## src/rtl/sfr_pkg.sv

```systemverilog
// ----------------------------------------------------------------------------
// sfr_pkg
// Shared types and constants for the stuffed frame receiver.
// ----------------------------------------------------------------------------
package sfr_pkg;

  // Default frame buffer depth in bytes
  localparam int BUF_DEPTH_DEF = 64;

  // Configuration port geometry
  localparam int CFG_IDX_W  = 2;
  localparam int CFG_DATA_W = 8;

  // Register reset values
  localparam logic [7:0] HEAD_RST  = 8'hAA;
  localparam logic [7:0] TAIL_RST  = 8'h55;
  localparam logic [7:0] ESC_RST   = 8'hA5;
  localparam logic [6:0] SHORT_RST = 7'd17;

  // Lost frame counter saturation point
  localparam logic [15:0] LOST_MAX = 16'hFFFF;

  // Configuration register indexes
  typedef enum logic [CFG_IDX_W-1:0] {
    REG_HEAD  = 2'd0,
    REG_TAIL  = 2'd1,
    REG_ESC   = 2'd2,
    REG_SHORT = 2'd3
  } cfg_reg_t;

  // Result status codes
  localparam logic [1:0] ST_GOOD  = 2'd0;
  localparam logic [1:0] ST_BAD   = 2'd1;
  localparam logic [1:0] ST_SHORT = 2'd2;

  // Control sequencer
  typedef enum logic {
    S_IDLE,
    S_DRAIN
  } state_t;

  // Channel payloads
  typedef struct packed {
    logic [7:0] rx_byte;
  } in_item_t;

  typedef struct packed {
    logic [1:0]  status;
    logic [7:0]  payload_byte;
    logic        is_last;
    logic [5:0]  frame_length;
    logic [15:0] lost_frames;
  } out_item_t;

endpackage

```

## src/rtl/sfr_if.sv

```systemverilog
// ----------------------------------------------------------------------------
// sfr_if
// Valid/ready stream interfaces for the receive byte and result channels.
// ----------------------------------------------------------------------------
interface sfr_in_if import sfr_pkg::*; ();
  logic     valid;
  logic     ready;
  in_item_t data;

  modport source (output valid, output data, input ready);
  modport sink   (input valid, input data, output ready);
endinterface

interface sfr_out_if import sfr_pkg::*; ();
  logic      valid;
  logic      ready;
  out_item_t data;

  modport source (output valid, output data, input ready);
  modport sink   (input valid, input data, output ready);
endinterface

```

## src/rtl/sfr_frame_buf.sv

```systemverilog
// ----------------------------------------------------------------------------
// sfr_frame_buf
// Frame byte store: one write port, one read port with registered data.
// ----------------------------------------------------------------------------
module sfr_frame_buf #(
  parameter int DEPTH  = 64,
  parameter int ADDR_W = $clog2(DEPTH)
) (
  input  logic              clk,
  input  logic              wr_en,
  input  logic [ADDR_W-1:0] wr_addr,
  input  logic [7:0]        wr_data,
  input  logic              rd_en,
  input  logic [ADDR_W-1:0] rd_addr,
  output logic [7:0]        rd_data
);

  logic [7:0] mem [DEPTH];

  // Write port
  always_ff @(posedge clk) begin
    if (wr_en) begin
      mem[wr_addr] <= wr_data;
    end
  end

  // Read port, registered output
  always_ff @(posedge clk) begin
    if (rd_en) begin
      rd_data <= mem[rd_addr];
    end
  end

endmodule

```

## src/rtl/stuffed_frame_receiver.sv

```systemverilog
// ----------------------------------------------------------------------------
// stuffed_frame_receiver
// Byte-stuffed frame deframer with an 8-bit additive checksum. Frame bytes
// are kept in a buffer memory and a good frame is read back as a run.
// ----------------------------------------------------------------------------
//  channel     dir  handshake           payload
//  in_stream   in   valid/ready         rx_byte
//  out_stream  out  valid/ready         status, payload_byte, is_last,
//                                       frame_length, lost_frames
//  cfg_*       in   cfg_we (no wait)    cfg_index, cfg_wdata
//
//  A received byte is taken while no frame is being read back and the output
//  register is empty or being emptied.
//  A good frame holds off input while its payload is read back: the buffer's
//  single read port delivers one stored byte per cycle unless output stalls.
//  Reset loads the register defaults; the buffer needs no clearing pass.
//  A stalled result holds in the output register; input waits behind it.
// ----------------------------------------------------------------------------
module stuffed_frame_receiver import sfr_pkg::*; #(
  parameter int BUF_DEPTH = BUF_DEPTH_DEF
) (
  input  logic                  clk,
  input  logic                  rst_n,
  sfr_in_if.sink                in_stream,
  sfr_out_if.source             out_stream,
  input  logic                  cfg_we,
  input  logic [CFG_IDX_W-1:0]  cfg_index,
  input  logic [CFG_DATA_W-1:0] cfg_wdata
);

  localparam int ADDR_W = $clog2(BUF_DEPTH);
  localparam int CNT_W  = $clog2(BUF_DEPTH + 1);
  localparam int CMP_W  = (CNT_W > 7) ? CNT_W : 7;

  // Configuration registers
  logic [7:0] head_r, tail_r, esc_r;
  logic [6:0] short_r;

  // Frame state
  logic             in_frame_r, in_frame_nxt;
  logic             esc_pend_r, esc_pend_nxt;
  logic [7:0]       prev_r, prev_nxt;
  logic [CNT_W-1:0] cnt_r, cnt_nxt;
  logic [7:0]       sum_r, sum_nxt;
  logic [7:0]       last1_r, last1_nxt;
  logic [7:0]       last2_r, last2_nxt;
  logic [15:0]      lost_r, lost_nxt;

  // Sequencer and readout
  state_t            state_r, state_nxt;
  logic [ADDR_W-1:0] rd_idx_r, rd_idx_nxt;
  logic [ADDR_W-1:0] len_r, len_nxt;
  logic              rd_pend_r, rd_pend_nxt;
  logic              rd_last_r;
  logic [7:0]        rd_data;

  // Output register
  logic      out_valid_r, out_valid_nxt;
  out_item_t out_data_r, out_data_nxt;

  // Step decode
  logic              accept;
  logic [7:0]        d;
  logic              head_pair, tail_pair, short_frame;
  logic [7:0]        chk_sum;
  logic [15:0]       lost_inc;
  logic              wr_en;
  logic              emit;
  logic [1:0]        emit_status;
  logic              start_drain;
  logic [ADDR_W-1:0] drain_len;
  logic              drain_active, load_out, issue;

  assign d        = in_stream.data.rx_byte;
  assign accept   = in_stream.valid && in_stream.ready;
  assign lost_inc = (lost_r == LOST_MAX) ? lost_r : lost_r + 16'd1;
  // payload sum with the checksum and the first tail taken out
  assign chk_sum  = sum_r - last1_r - last2_r;

  assign head_pair   = (d == head_r) && (prev_r == head_r);
  assign tail_pair   = (d == tail_r) && (prev_r == tail_r) && in_frame_r;
  assign short_frame = (cnt_r != '0) && (CMP_W'(cnt_r) < CMP_W'(short_r));

  // Configuration writes
  always_ff @(posedge clk) begin
    if (!rst_n) begin
      head_r  <= HEAD_RST;
      tail_r  <= TAIL_RST;
      esc_r   <= ESC_RST;
      short_r <= SHORT_RST;
    end else if (cfg_we) begin
      case (cfg_reg_t'(cfg_index))
        REG_HEAD:  head_r  <= cfg_wdata;
        REG_TAIL:  tail_r  <= cfg_wdata;
        REG_ESC:   esc_r   <= cfg_wdata;
        REG_SHORT: short_r <= cfg_wdata[6:0];
        default: ;
      endcase
    end
  end

  // Per-byte frame processing
  always_comb begin
    in_frame_nxt = in_frame_r;
    esc_pend_nxt = esc_pend_r;
    prev_nxt     = prev_r;
    cnt_nxt      = cnt_r;
    sum_nxt      = sum_r;
    last1_nxt    = last1_r;
    last2_nxt    = last2_r;
    lost_nxt     = lost_r;
    wr_en        = 1'b0;
    emit         = 1'b0;
    emit_status  = ST_BAD;
    start_drain  = 1'b0;
    drain_len    = ADDR_W'(cnt_r - CNT_W'(2));
    if (accept) begin
      if (head_pair) begin
        // restart on a head pair
        in_frame_nxt = 1'b1;
        esc_pend_nxt = 1'b0;
        prev_nxt     = d;
        cnt_nxt      = '0;
        sum_nxt      = '0;
        if (short_frame) begin
          emit        = 1'b1;
          emit_status = ST_SHORT;
          lost_nxt    = lost_inc;
        end
      end else if (tail_pair) begin
        // frame end
        in_frame_nxt = 1'b0;
        esc_pend_nxt = 1'b0;
        prev_nxt     = d;
        cnt_nxt      = '0;
        sum_nxt      = '0;
        if (cnt_r < CNT_W'(2) || chk_sum != last2_r) begin
          emit        = 1'b1;
          emit_status = ST_BAD;
          lost_nxt    = lost_inc;
        end else if (cnt_r != CNT_W'(2)) begin
          start_drain = 1'b1;
        end
      end else begin
        prev_nxt = d;
        if (in_frame_r) begin
          if (!esc_pend_r && d == esc_r) begin
            esc_pend_nxt = 1'b1;
          end else if (cnt_r == CNT_W'(BUF_DEPTH)) begin
            // buffer overflow restarts the frame
            esc_pend_nxt = 1'b0;
            cnt_nxt      = '0;
            sum_nxt      = '0;
            if (short_frame) begin
              emit        = 1'b1;
              emit_status = ST_SHORT;
              lost_nxt    = lost_inc;
            end
          end else begin
            wr_en     = 1'b1;
            cnt_nxt   = cnt_r + CNT_W'(1);
            sum_nxt   = sum_r + d;
            last1_nxt = d;
            last2_nxt = last1_r;
            if (esc_pend_r) begin
              esc_pend_nxt = 1'b0;
              prev_nxt     = esc_r;
            end
          end
        end
      end
    end
  end

  // Sequencer next state
  always_comb begin
    state_nxt = state_r;
    case (state_r)
      S_IDLE: begin
        if (start_drain) begin
          state_nxt = S_DRAIN;
        end
      end
      S_DRAIN: begin
        if (rd_idx_r == len_r && !rd_pend_r) begin
          state_nxt = S_IDLE;
        end
      end
      default: state_nxt = S_IDLE;
    endcase
  end

  // Sequencer outputs
  always_comb begin
    in_stream.ready = 1'b0;
    drain_active    = 1'b0;
    case (state_r)
      S_IDLE:  in_stream.ready = !out_valid_r || out_stream.ready;
      S_DRAIN: drain_active    = 1'b1;
      default: ;
    endcase
  end

  // Buffer readout: keep one read in flight ahead of the output register
  assign load_out = rd_pend_r && (!out_valid_r || out_stream.ready);
  assign issue    = drain_active && (rd_idx_r != len_r) && (!rd_pend_r || load_out);

  always_comb begin
    rd_idx_nxt  = rd_idx_r;
    len_nxt     = len_r;
    rd_pend_nxt = rd_pend_r;
    if (start_drain) begin
      rd_idx_nxt  = '0;
      len_nxt     = drain_len;
      rd_pend_nxt = 1'b0;
    end else begin
      if (issue) begin
        rd_idx_nxt = rd_idx_r + ADDR_W'(1);
      end
      if (issue) begin
        rd_pend_nxt = 1'b1;
      end else if (load_out) begin
        rd_pend_nxt = 1'b0;
      end
    end
  end

  // Output register
  always_comb begin
    out_valid_nxt = out_valid_r;
    out_data_nxt  = out_data_r;
    if (emit) begin
      out_valid_nxt              = 1'b1;
      out_data_nxt.status        = emit_status;
      out_data_nxt.payload_byte  = '0;
      out_data_nxt.is_last       = 1'b1;
      out_data_nxt.frame_length  = '0;
      out_data_nxt.lost_frames   = lost_nxt;
    end else if (load_out) begin
      out_valid_nxt              = 1'b1;
      out_data_nxt.status        = ST_GOOD;
      out_data_nxt.payload_byte  = rd_data;
      out_data_nxt.is_last       = rd_last_r;
      out_data_nxt.frame_length  = 6'(len_r);
      out_data_nxt.lost_frames   = lost_r;
    end else if (out_stream.ready) begin
      out_valid_nxt = 1'b0;
    end
  end

  assign out_stream.valid = out_valid_r;
  assign out_stream.data  = out_data_r;

  // Control registers
  always_ff @(posedge clk) begin
    if (!rst_n) begin
      in_frame_r  <= 1'b0;
      esc_pend_r  <= 1'b0;
      prev_r      <= '0;
      cnt_r       <= '0;
      sum_r       <= '0;
      lost_r      <= '0;
      state_r     <= S_IDLE;
      rd_pend_r   <= 1'b0;
      out_valid_r <= 1'b0;
    end else begin
      in_frame_r  <= in_frame_nxt;
      esc_pend_r  <= esc_pend_nxt;
      prev_r      <= prev_nxt;
      cnt_r       <= cnt_nxt;
      sum_r       <= sum_nxt;
      lost_r      <= lost_nxt;
      state_r     <= state_nxt;
      rd_pend_r   <= rd_pend_nxt;
      out_valid_r <= out_valid_nxt;
    end
  end

  // Payload registers
  always_ff @(posedge clk) begin
    last1_r    <= last1_nxt;
    last2_r    <= last2_nxt;
    rd_idx_r   <= rd_idx_nxt;
    len_r      <= len_nxt;
    out_data_r <= out_data_nxt;
    if (issue) begin
      rd_last_r <= (ADDR_W'(rd_idx_r + ADDR_W'(1)) == len_r);
    end
  end

  // Frame byte store
  sfr_frame_buf #(
    .DEPTH  (BUF_DEPTH),
    .ADDR_W (ADDR_W)
  ) u_frame_buf (
    .clk     (clk),
    .wr_en   (wr_en),
    .wr_addr (cnt_r[ADDR_W-1:0]),
    .wr_data (d),
    .rd_en   (issue),
    .rd_addr (rd_idx_r),
    .rd_data (rd_data)
  );

endmodule

```

## src/flat_wrapper.sv

```systemverilog
// flat-port wrapper written by rule: the top's interface ports become plain ports
module stuffed_frame_receiver_flat import sfr_pkg::*;
#(
  parameter int BUF_DEPTH = BUF_DEPTH_DEF
)
  (clk, rst_n, cfg_we, cfg_index, cfg_wdata, in_stream_valid, in_stream_data, in_stream_ready, out_stream_valid, out_stream_data, out_stream_ready);
  sfr_in_if in_stream_i ();
  sfr_out_if out_stream_i ();
  input  logic clk;
  input  logic rst_n;
  input  logic cfg_we;
  input  logic [CFG_IDX_W-1:0] cfg_index;
  input  logic [CFG_DATA_W-1:0] cfg_wdata;
  input wire logic [$bits(in_stream_i.valid)-1:0] in_stream_valid;
  input wire logic [$bits(in_stream_i.data)-1:0] in_stream_data;
  output wire logic [$bits(in_stream_i.ready)-1:0] in_stream_ready;
  output wire logic [$bits(out_stream_i.valid)-1:0] out_stream_valid;
  output wire logic [$bits(out_stream_i.data)-1:0] out_stream_data;
  input wire logic [$bits(out_stream_i.ready)-1:0] out_stream_ready;
  assign in_stream_i.valid = in_stream_valid;
  assign in_stream_i.data = in_stream_data;
  assign in_stream_ready = in_stream_i.ready;
  assign out_stream_valid = out_stream_i.valid;
  assign out_stream_data = out_stream_i.data;
  assign out_stream_i.ready = out_stream_ready;
  stuffed_frame_receiver #(.BUF_DEPTH(BUF_DEPTH)) u_core (.clk(clk), .rst_n(rst_n), .in_stream(in_stream_i), .out_stream(out_stream_i), .cfg_we(cfg_we), .cfg_index(cfg_index), .cfg_wdata(cfg_wdata));
endmodule
```

## config.mk

```make
export PLATFORM = sky130hd
export DESIGN_NAME = stuffed_frame_receiver_flat
export DESIGN_NICKNAME = d
export VERILOG_FILES = /design/src/rtl/sfr_pkg.sv /design/src/rtl/sfr_if.sv /design/src/rtl/sfr_frame_buf.sv /design/src/rtl/stuffed_frame_receiver.sv /design/src/flat_wrapper.sv
export SDC_FILE = /design/constraint.sdc
export NUM_CORES = 1
export LEC_CHECK = 0
export BUFFER_PORTS_ARGS = -buffer_cell sky130_fd_sc_hd__buf_4
export CAP_MARGIN = 40
export CORE_UTILIZATION = 56
export CTS_CLUSTER_DIAMETER = 150
export CTS_CLUSTER_SIZE = 20
export DETAILED_ROUTE_END_ITERATION = 10
export PLACE_DENSITY_LB_ADDON = 0.15
export SKIP_LAST_GASP = 1
export SLEW_MARGIN = 20
export SYNTH_ARGS = -nofsm -noshare
export SYNTH_HDL_FRONTEND = slang
export SYNTH_SLANG_ARGS = --single-unit
```

## constraint.sdc

```tcl
create_clock -name clk -period 4.5 [get_ports clk]
set_input_delay 0.45 -clock clk [delete_from_list [all_inputs] [get_ports clk]]
set_output_delay 0.45 -clock clk [all_outputs]
set_load 0.02 [all_outputs]
```

After elaboration in Yosys (flattened, before gate mapping):

Memories as Yosys holds them, arrays and structs flattened. A register that Yosys moved wholly into a read port is not among the register bits.
Index checks and enable logic that the tools add are counted.

* $add $sub $neg: 7
* $lt $le $gt $ge: 2
* eq/ne operators: 16
* multiplexer cells: 71
* bitwise gates (word level): 6
* reduce and logical (&&, ||, !) cells: 32

Operators with widths (number)
* 16-bit 2-to-1 mux: 9
* 8-bit 2-to-1 mux: 11
* 33-bit 2-to-1 mux: 2
* 8-bit == test: 5
* 1-bit 2-to-1 mux: 36
* 7-bit 2-to-1 mux: 5
* 16-bit by 1-bit adder with 16-bit output (second input constant): 1
* 16-bit == test (second input constant): 1
* 8-bit subtractor: 2
* 2-bit 2-to-1 mux: 7
* 6-bit == test: 2
* 2-bit AND reduction: 6
* 1-bit logical AND: 10
* 8-bit adder: 1
* 8-bit != test: 1
* 7-bit by 1-bit adder with 7-bit output (second input constant): 1
* 7-bit == test (second input constant): 1
* 7-bit by 2-bit less-than comparator with 1-bit output (second input constant): 1
* 7-bit less-than comparator: 1
* 7-bit by 2-bit != test with 1-bit output (second input constant): 1
* 7-bit nonzero test: 1
* 6-bit by 1-bit adder with 6-bit output (second input constant): 1
* 6-bit != test: 1
* 1-bit NOT: 6
* 13 further kinds: 21

* bits in registers: 137
* bits in writable memories: 512
* bits of input ports: 23
* output and inout port bits: 35
* word-level logic and storage cells: 158
* memories kept: 1

Memory list
* u_core.u_frame_buf.mem: words 64, bits a word 8, read ports 1, clocked after memory_dff 1, write ports 1, RTL line sfr_frame_buf.sv:18 `logic [7:0] mem [DEPTH];`

Depth between registers and ports, before layout:

* depth after elaboration: 10
* depth in mapped cells: 16
* mapped depth without buffers: 14

Modules after synthesis:

Synthesis repeated with hierarchy kept, for this count alone.

* cell total of the unflattened synthesis: 1730
* area total of the unflattened synthesis: 27380.0 um2

By module, submodules not included
* sfr_frame_buf: times used 1, cells each 972, area each 20270.7 um2, seq. area each 15615.0 um2
* stuffed_frame_receiver: times used 1, cells each 758, area each 7109.3 um2, seq. area each 3123.0 um2

Least setup slack after synthesis:

OpenSTA, ideal clock, no wires.

* path kind: register -> register
* from: reg u_core.last2_r[0]
* to: reg u_core.len_r[0], enable pin
* library setup time: 0.381 ns
* arrival time: 3.740 ns
* data required time: 4.119 ns
* path slack: 0.378 ns
* cell stages (with the launch flop): 13
* buffers on the path: 0
* period minus slack after synthesis: 4.122 ns
* cell sequence: edfxtp_1 -> inv_1 -> fa_1 -> inv_1 -> ha_1 -> or2_2 -> fa_1 -> xnor3_1 -> o311a_1 -> nand4_1 -> a211oi_1 -> nand2_1 -> a311oi_2

* longest elaborated chain between the ends: 7

Ends and longest elaborated chain
* from (decl): RTL line stuffed_frame_receiver.sv:46 `logic [7:0] last2_r, last2_nxt;`
* from (signal assigned): RTL line stuffed_frame_receiver.sv:282 `last2_r <= last2_nxt;`
* 8-bit subtractor: RTL line stuffed_frame_receiver.sv:78 `assign chk_sum = sum_r - last1_r - last2_r;`
* 8-bit != test *: RTL line stuffed_frame_receiver.sv:137 `if (cnt_r < CNT_W'(2) || chk_sum != last2_r) begin`
* 1-bit logical OR *: RTL line stuffed_frame_receiver.sv:137
* 1-bit 2-to-1 mux *: RTL line stuffed_frame_receiver.sv:137
* 1-bit 2-to-1 mux *: RTL line stuffed_frame_receiver.sv:130 `end else if (tail_pair) begin`
* 1-bit 2-to-1 mux *: RTL line stuffed_frame_receiver.sv:118 `if (head_pair) begin`
* 1-bit 2-to-1 mux *: RTL line stuffed_frame_receiver.sv:117 `if (accept) begin`
* named net u_core.start_drain: RTL line stuffed_frame_receiver.sv:70 `logic start_drain;`
* to (signal assigned): RTL line stuffed_frame_receiver.sv:284 `len_r <= len_nxt;`
* to (decl): RTL line stuffed_frame_receiver.sv:52 `logic [ADDR_W-1:0] len_r, len_nxt;`

The timed path passes the listed nets; every way through them passes the cells marked *.
A chain may end at the register's enable or synchronous reset.

==> out/qor.yml <==
setup_path:
  worstPathArrival_ns: 4.66
  cp_slowest_cell: "fa_1"
  cp_top_family: "simple AND/OR/NAND/NOR gates"
  crit_path_max_incr_delay_ns: 0.56
  critPathMaxFanout: 5
  worstPathRequired_ns: 4.82
  crit_type: "register to register"
  cp-start-kind: "register"
  crit_path_end_kind: "register"
  critical_path.cell_chain: "inv_1, fa_1, inv_1, ha_1, or2_2, fa_1, xnor3_1, o311a_1, nand4_1, a211oi_2, and2_1, a2111oi_0, nor4b_1, o2bb2ai_1"
  worst-path-buf-inv: 2
global_routing:
  antenna_found_initial: 4
  grt_pass1_vias: 15025
  grt_use_total_pct: 26.1
  overflow: 0
  grt_pass1_wl_um: 96000
  grt_max_degree: 68
run:
  maxCapViolCount: 0
min_path:
  hold_path.class: "input port to register"
power:
  peakVddDrop_mv: 0.381
  p_leak_uw: 0.0100
  p_per_area_nw_per_um2: 377
floorplan:
  row_count: 81
  io_pins: 58
  die-height_um: 224
  dieArea_um2: 50200
  die_x_um: 224
  core_um2: 48700
  start_util_pct: 56.7
logic_synthesis:
  synthesis.area_um2: 27600
  yosys.area.top_type: "edfxtp_1"
  netlist_top_cells_count: "edfxtp_1 (560), mux4_2 (168), nand2_1 (141), nor2_1 (129), dfxtp_1 (96)"
  synth.net_count: 1751
  synth.most_common_cell: "edfxtp_1"
  synth_cells: 1688
  yosysTopAreaCellShare_pct: 60.9
  synth_top_flop_cell: "edfxtp_1"
  synth_warnings: 0
  synth-edff-count: 560
  yosysUniqueCellTypes: 74
  async_flop_share_pct: 0
  synth.avg_cell_area_um2: 16.4
  synthTopCellsByArea: "edfxtp_1 (61%), mux4_2 (14%), dfxtp_1 (7.0%)"
  synth_seq_cells: 656
  synth.yosys.seq_area_share_pct: 67.8
final_layout:
  drive_gt1_share_pct: 22.0
  area_delta_synth_final_pct: 10.4
  layout.cells.non_filler: 2491
  final_nets: 1866
placement:
  dp_slack_ns: 0.123
  gp_congestion: 0.903
  portBuffers: 57
  dp_hpwl_um: 42700
  placedCellCount: 2423
clock_network:
  cts.path.max_buffers: 3
  clock-root-buffer: "clkbuf_16"
  cts_sinks: 656
  htree_levels: 2
  cts_buffers: 38
  tritoncts: "yes"
  worstSkewPairLatency_ns: 0.58
  clk_pin_slew_ns: 0.10
sta:
  fmax_ghz: 0.230
  finalHoldViolations: 0
  maxSlewViolCount: 0
  setup_viol: 0
  worst_slack_ns: 0.159
  tightest_slew_ns: 0.805
  period_minus_slack_ns: 4.34
  max_slew_margin_pct: 46.3
  skew_ns: 0.0191
  period_share_pct: 96.5
run_status:
  status: "finished, final reports clean"
drt:
  vias: 15564
  wire_per_inst_um: 25.8
  via_per_inst: 6.25
  drtPass1Iterations: 5
  drc: 0
  antenna_left: 0
  wl_um: 64200
  drt-initial-drc-count: 1824
## state kept, by name (all words and copies together) (netlist names), 6 cells and up
signal	flops
u_core.head_r	8
u_core.short_r	7
u_core.lost_r	16
u_core.cnt_r	7
u_core.out_stream.data	33
u_core.esc_r	8
u_core.rd_idx_r	6
u_core.u_frame_buf.mem	512
u_core.prev_r	8
u_core.len_r	6
u_core.last2_r	7
u_core.u_frame_buf.rd_data	8
u_core.tail_r	8
u_core.last1_r	8
u_core.sum_r	8
## worst min-delay path, stage by stage
cell and delay (ns):
buf_4 0.12, nand2_1 0.05, nand3_1 0.07
## through the flow
step	setup TNS (ns)	util [%]	power, uW	area [um^2]	hold slack [ns]
after detailed placement	0	60.2	8110	29400	0.437
after floorplan	0	-	7620	27600	0.426
final	0	62.6	11500	30500	0.135
after CTS	0	62.5	11600	30500	0.107
after global routing	-0.148	62.5	11800	30500	0.125
after global placement	0	60.2	8080	29300	0.432
## final timing paths
| kind | startpoint | to | slack [ns] | depth (start not counted) |
|---|---|---|---|---|
| max | u_core.last2_r[0]$_DFFE_PP_ | u_core.out_stream.data[9]$_DFFE_PP_ | 0.16 | 14 |
| min | cfg_wdata[0] | u_core.short_r[0]$_SDFFE_PN1P_ | 0.13 | 3 |
| max reg2reg | u_core.last2_r[0]$_DFFE_PP_ | u_core.out_stream.data[9]$_DFFE_PP_ | 0.16 | 14 |
| min reg2reg | u_core.last1_r[5]$_DFFE_PP_ | u_core.last2_r[5]$_DFFE_PP_ | 0.44 | 0 |
## power breakdown
group	total, uW	internal (uW)	switching [uW]
sequential	6720	6620	103
combinational	1230	610	624
clock	3560	1680	1870
total	11500	8910	2600
## kinds of logic after synthesis
group,Yosys count,share of synthesized area [%]
flip-flops,656,67.8
AND/OR/NAND/NOR,433,7.27
AO/OA/AOI/OAI,194,4.73
multiplexers,194,14.7
buffers and inverters,117,1.66
XOR/XNOR,54,1.81
adder cells (fa/ha/maj),40,2.03
## placed cells by master (no fill, tap or decap), drive strengths merged, types with 16 or more instances in the layout
cell,n
a21oi,58
and3,16
buf,159
clkbuf,60
dfxtp,96
edfxtp,560
ha,32
inv,33
mux2i,24
mux4,168
nand2,142
nand3,43
nand4,19
nor2,129
nor3,24
o21ai,31
xnor2,27
xor2,25
## what timing repair did
item,4_1_cts,5_1_grt
resized for setup,0,2
hold buffers,0,0
setup endpoints to repair,0,38
endpoints found under the hold margin,0,0
setup buffers,0,2
## routing by layer
metal	track usage [%]	up-vias	part of all wire, %
met3	4.96	84	8.3
met1	40.1	7987	44
met2	38.3	635	45
met5	0	-	0.020
li1	-	6856	-
met4	7.05	2	2.2
## final cells by class
type | instances | area, um^2
Sequential cell | 656 | 18700
Fill cell | 3493 | 18300
Multi-Input combinational cell | 915 | 8430
Timing Repair Buffer | 159 | 1260
Clock buffer | 60 | 1050
Tap cell | 664 | 831
Inverter | 33 | 128
Clock inverter | 2 | 38.8
Antenna cell | 2 | 5.00
Note: power is estimated with default switching activity, not from simulation.
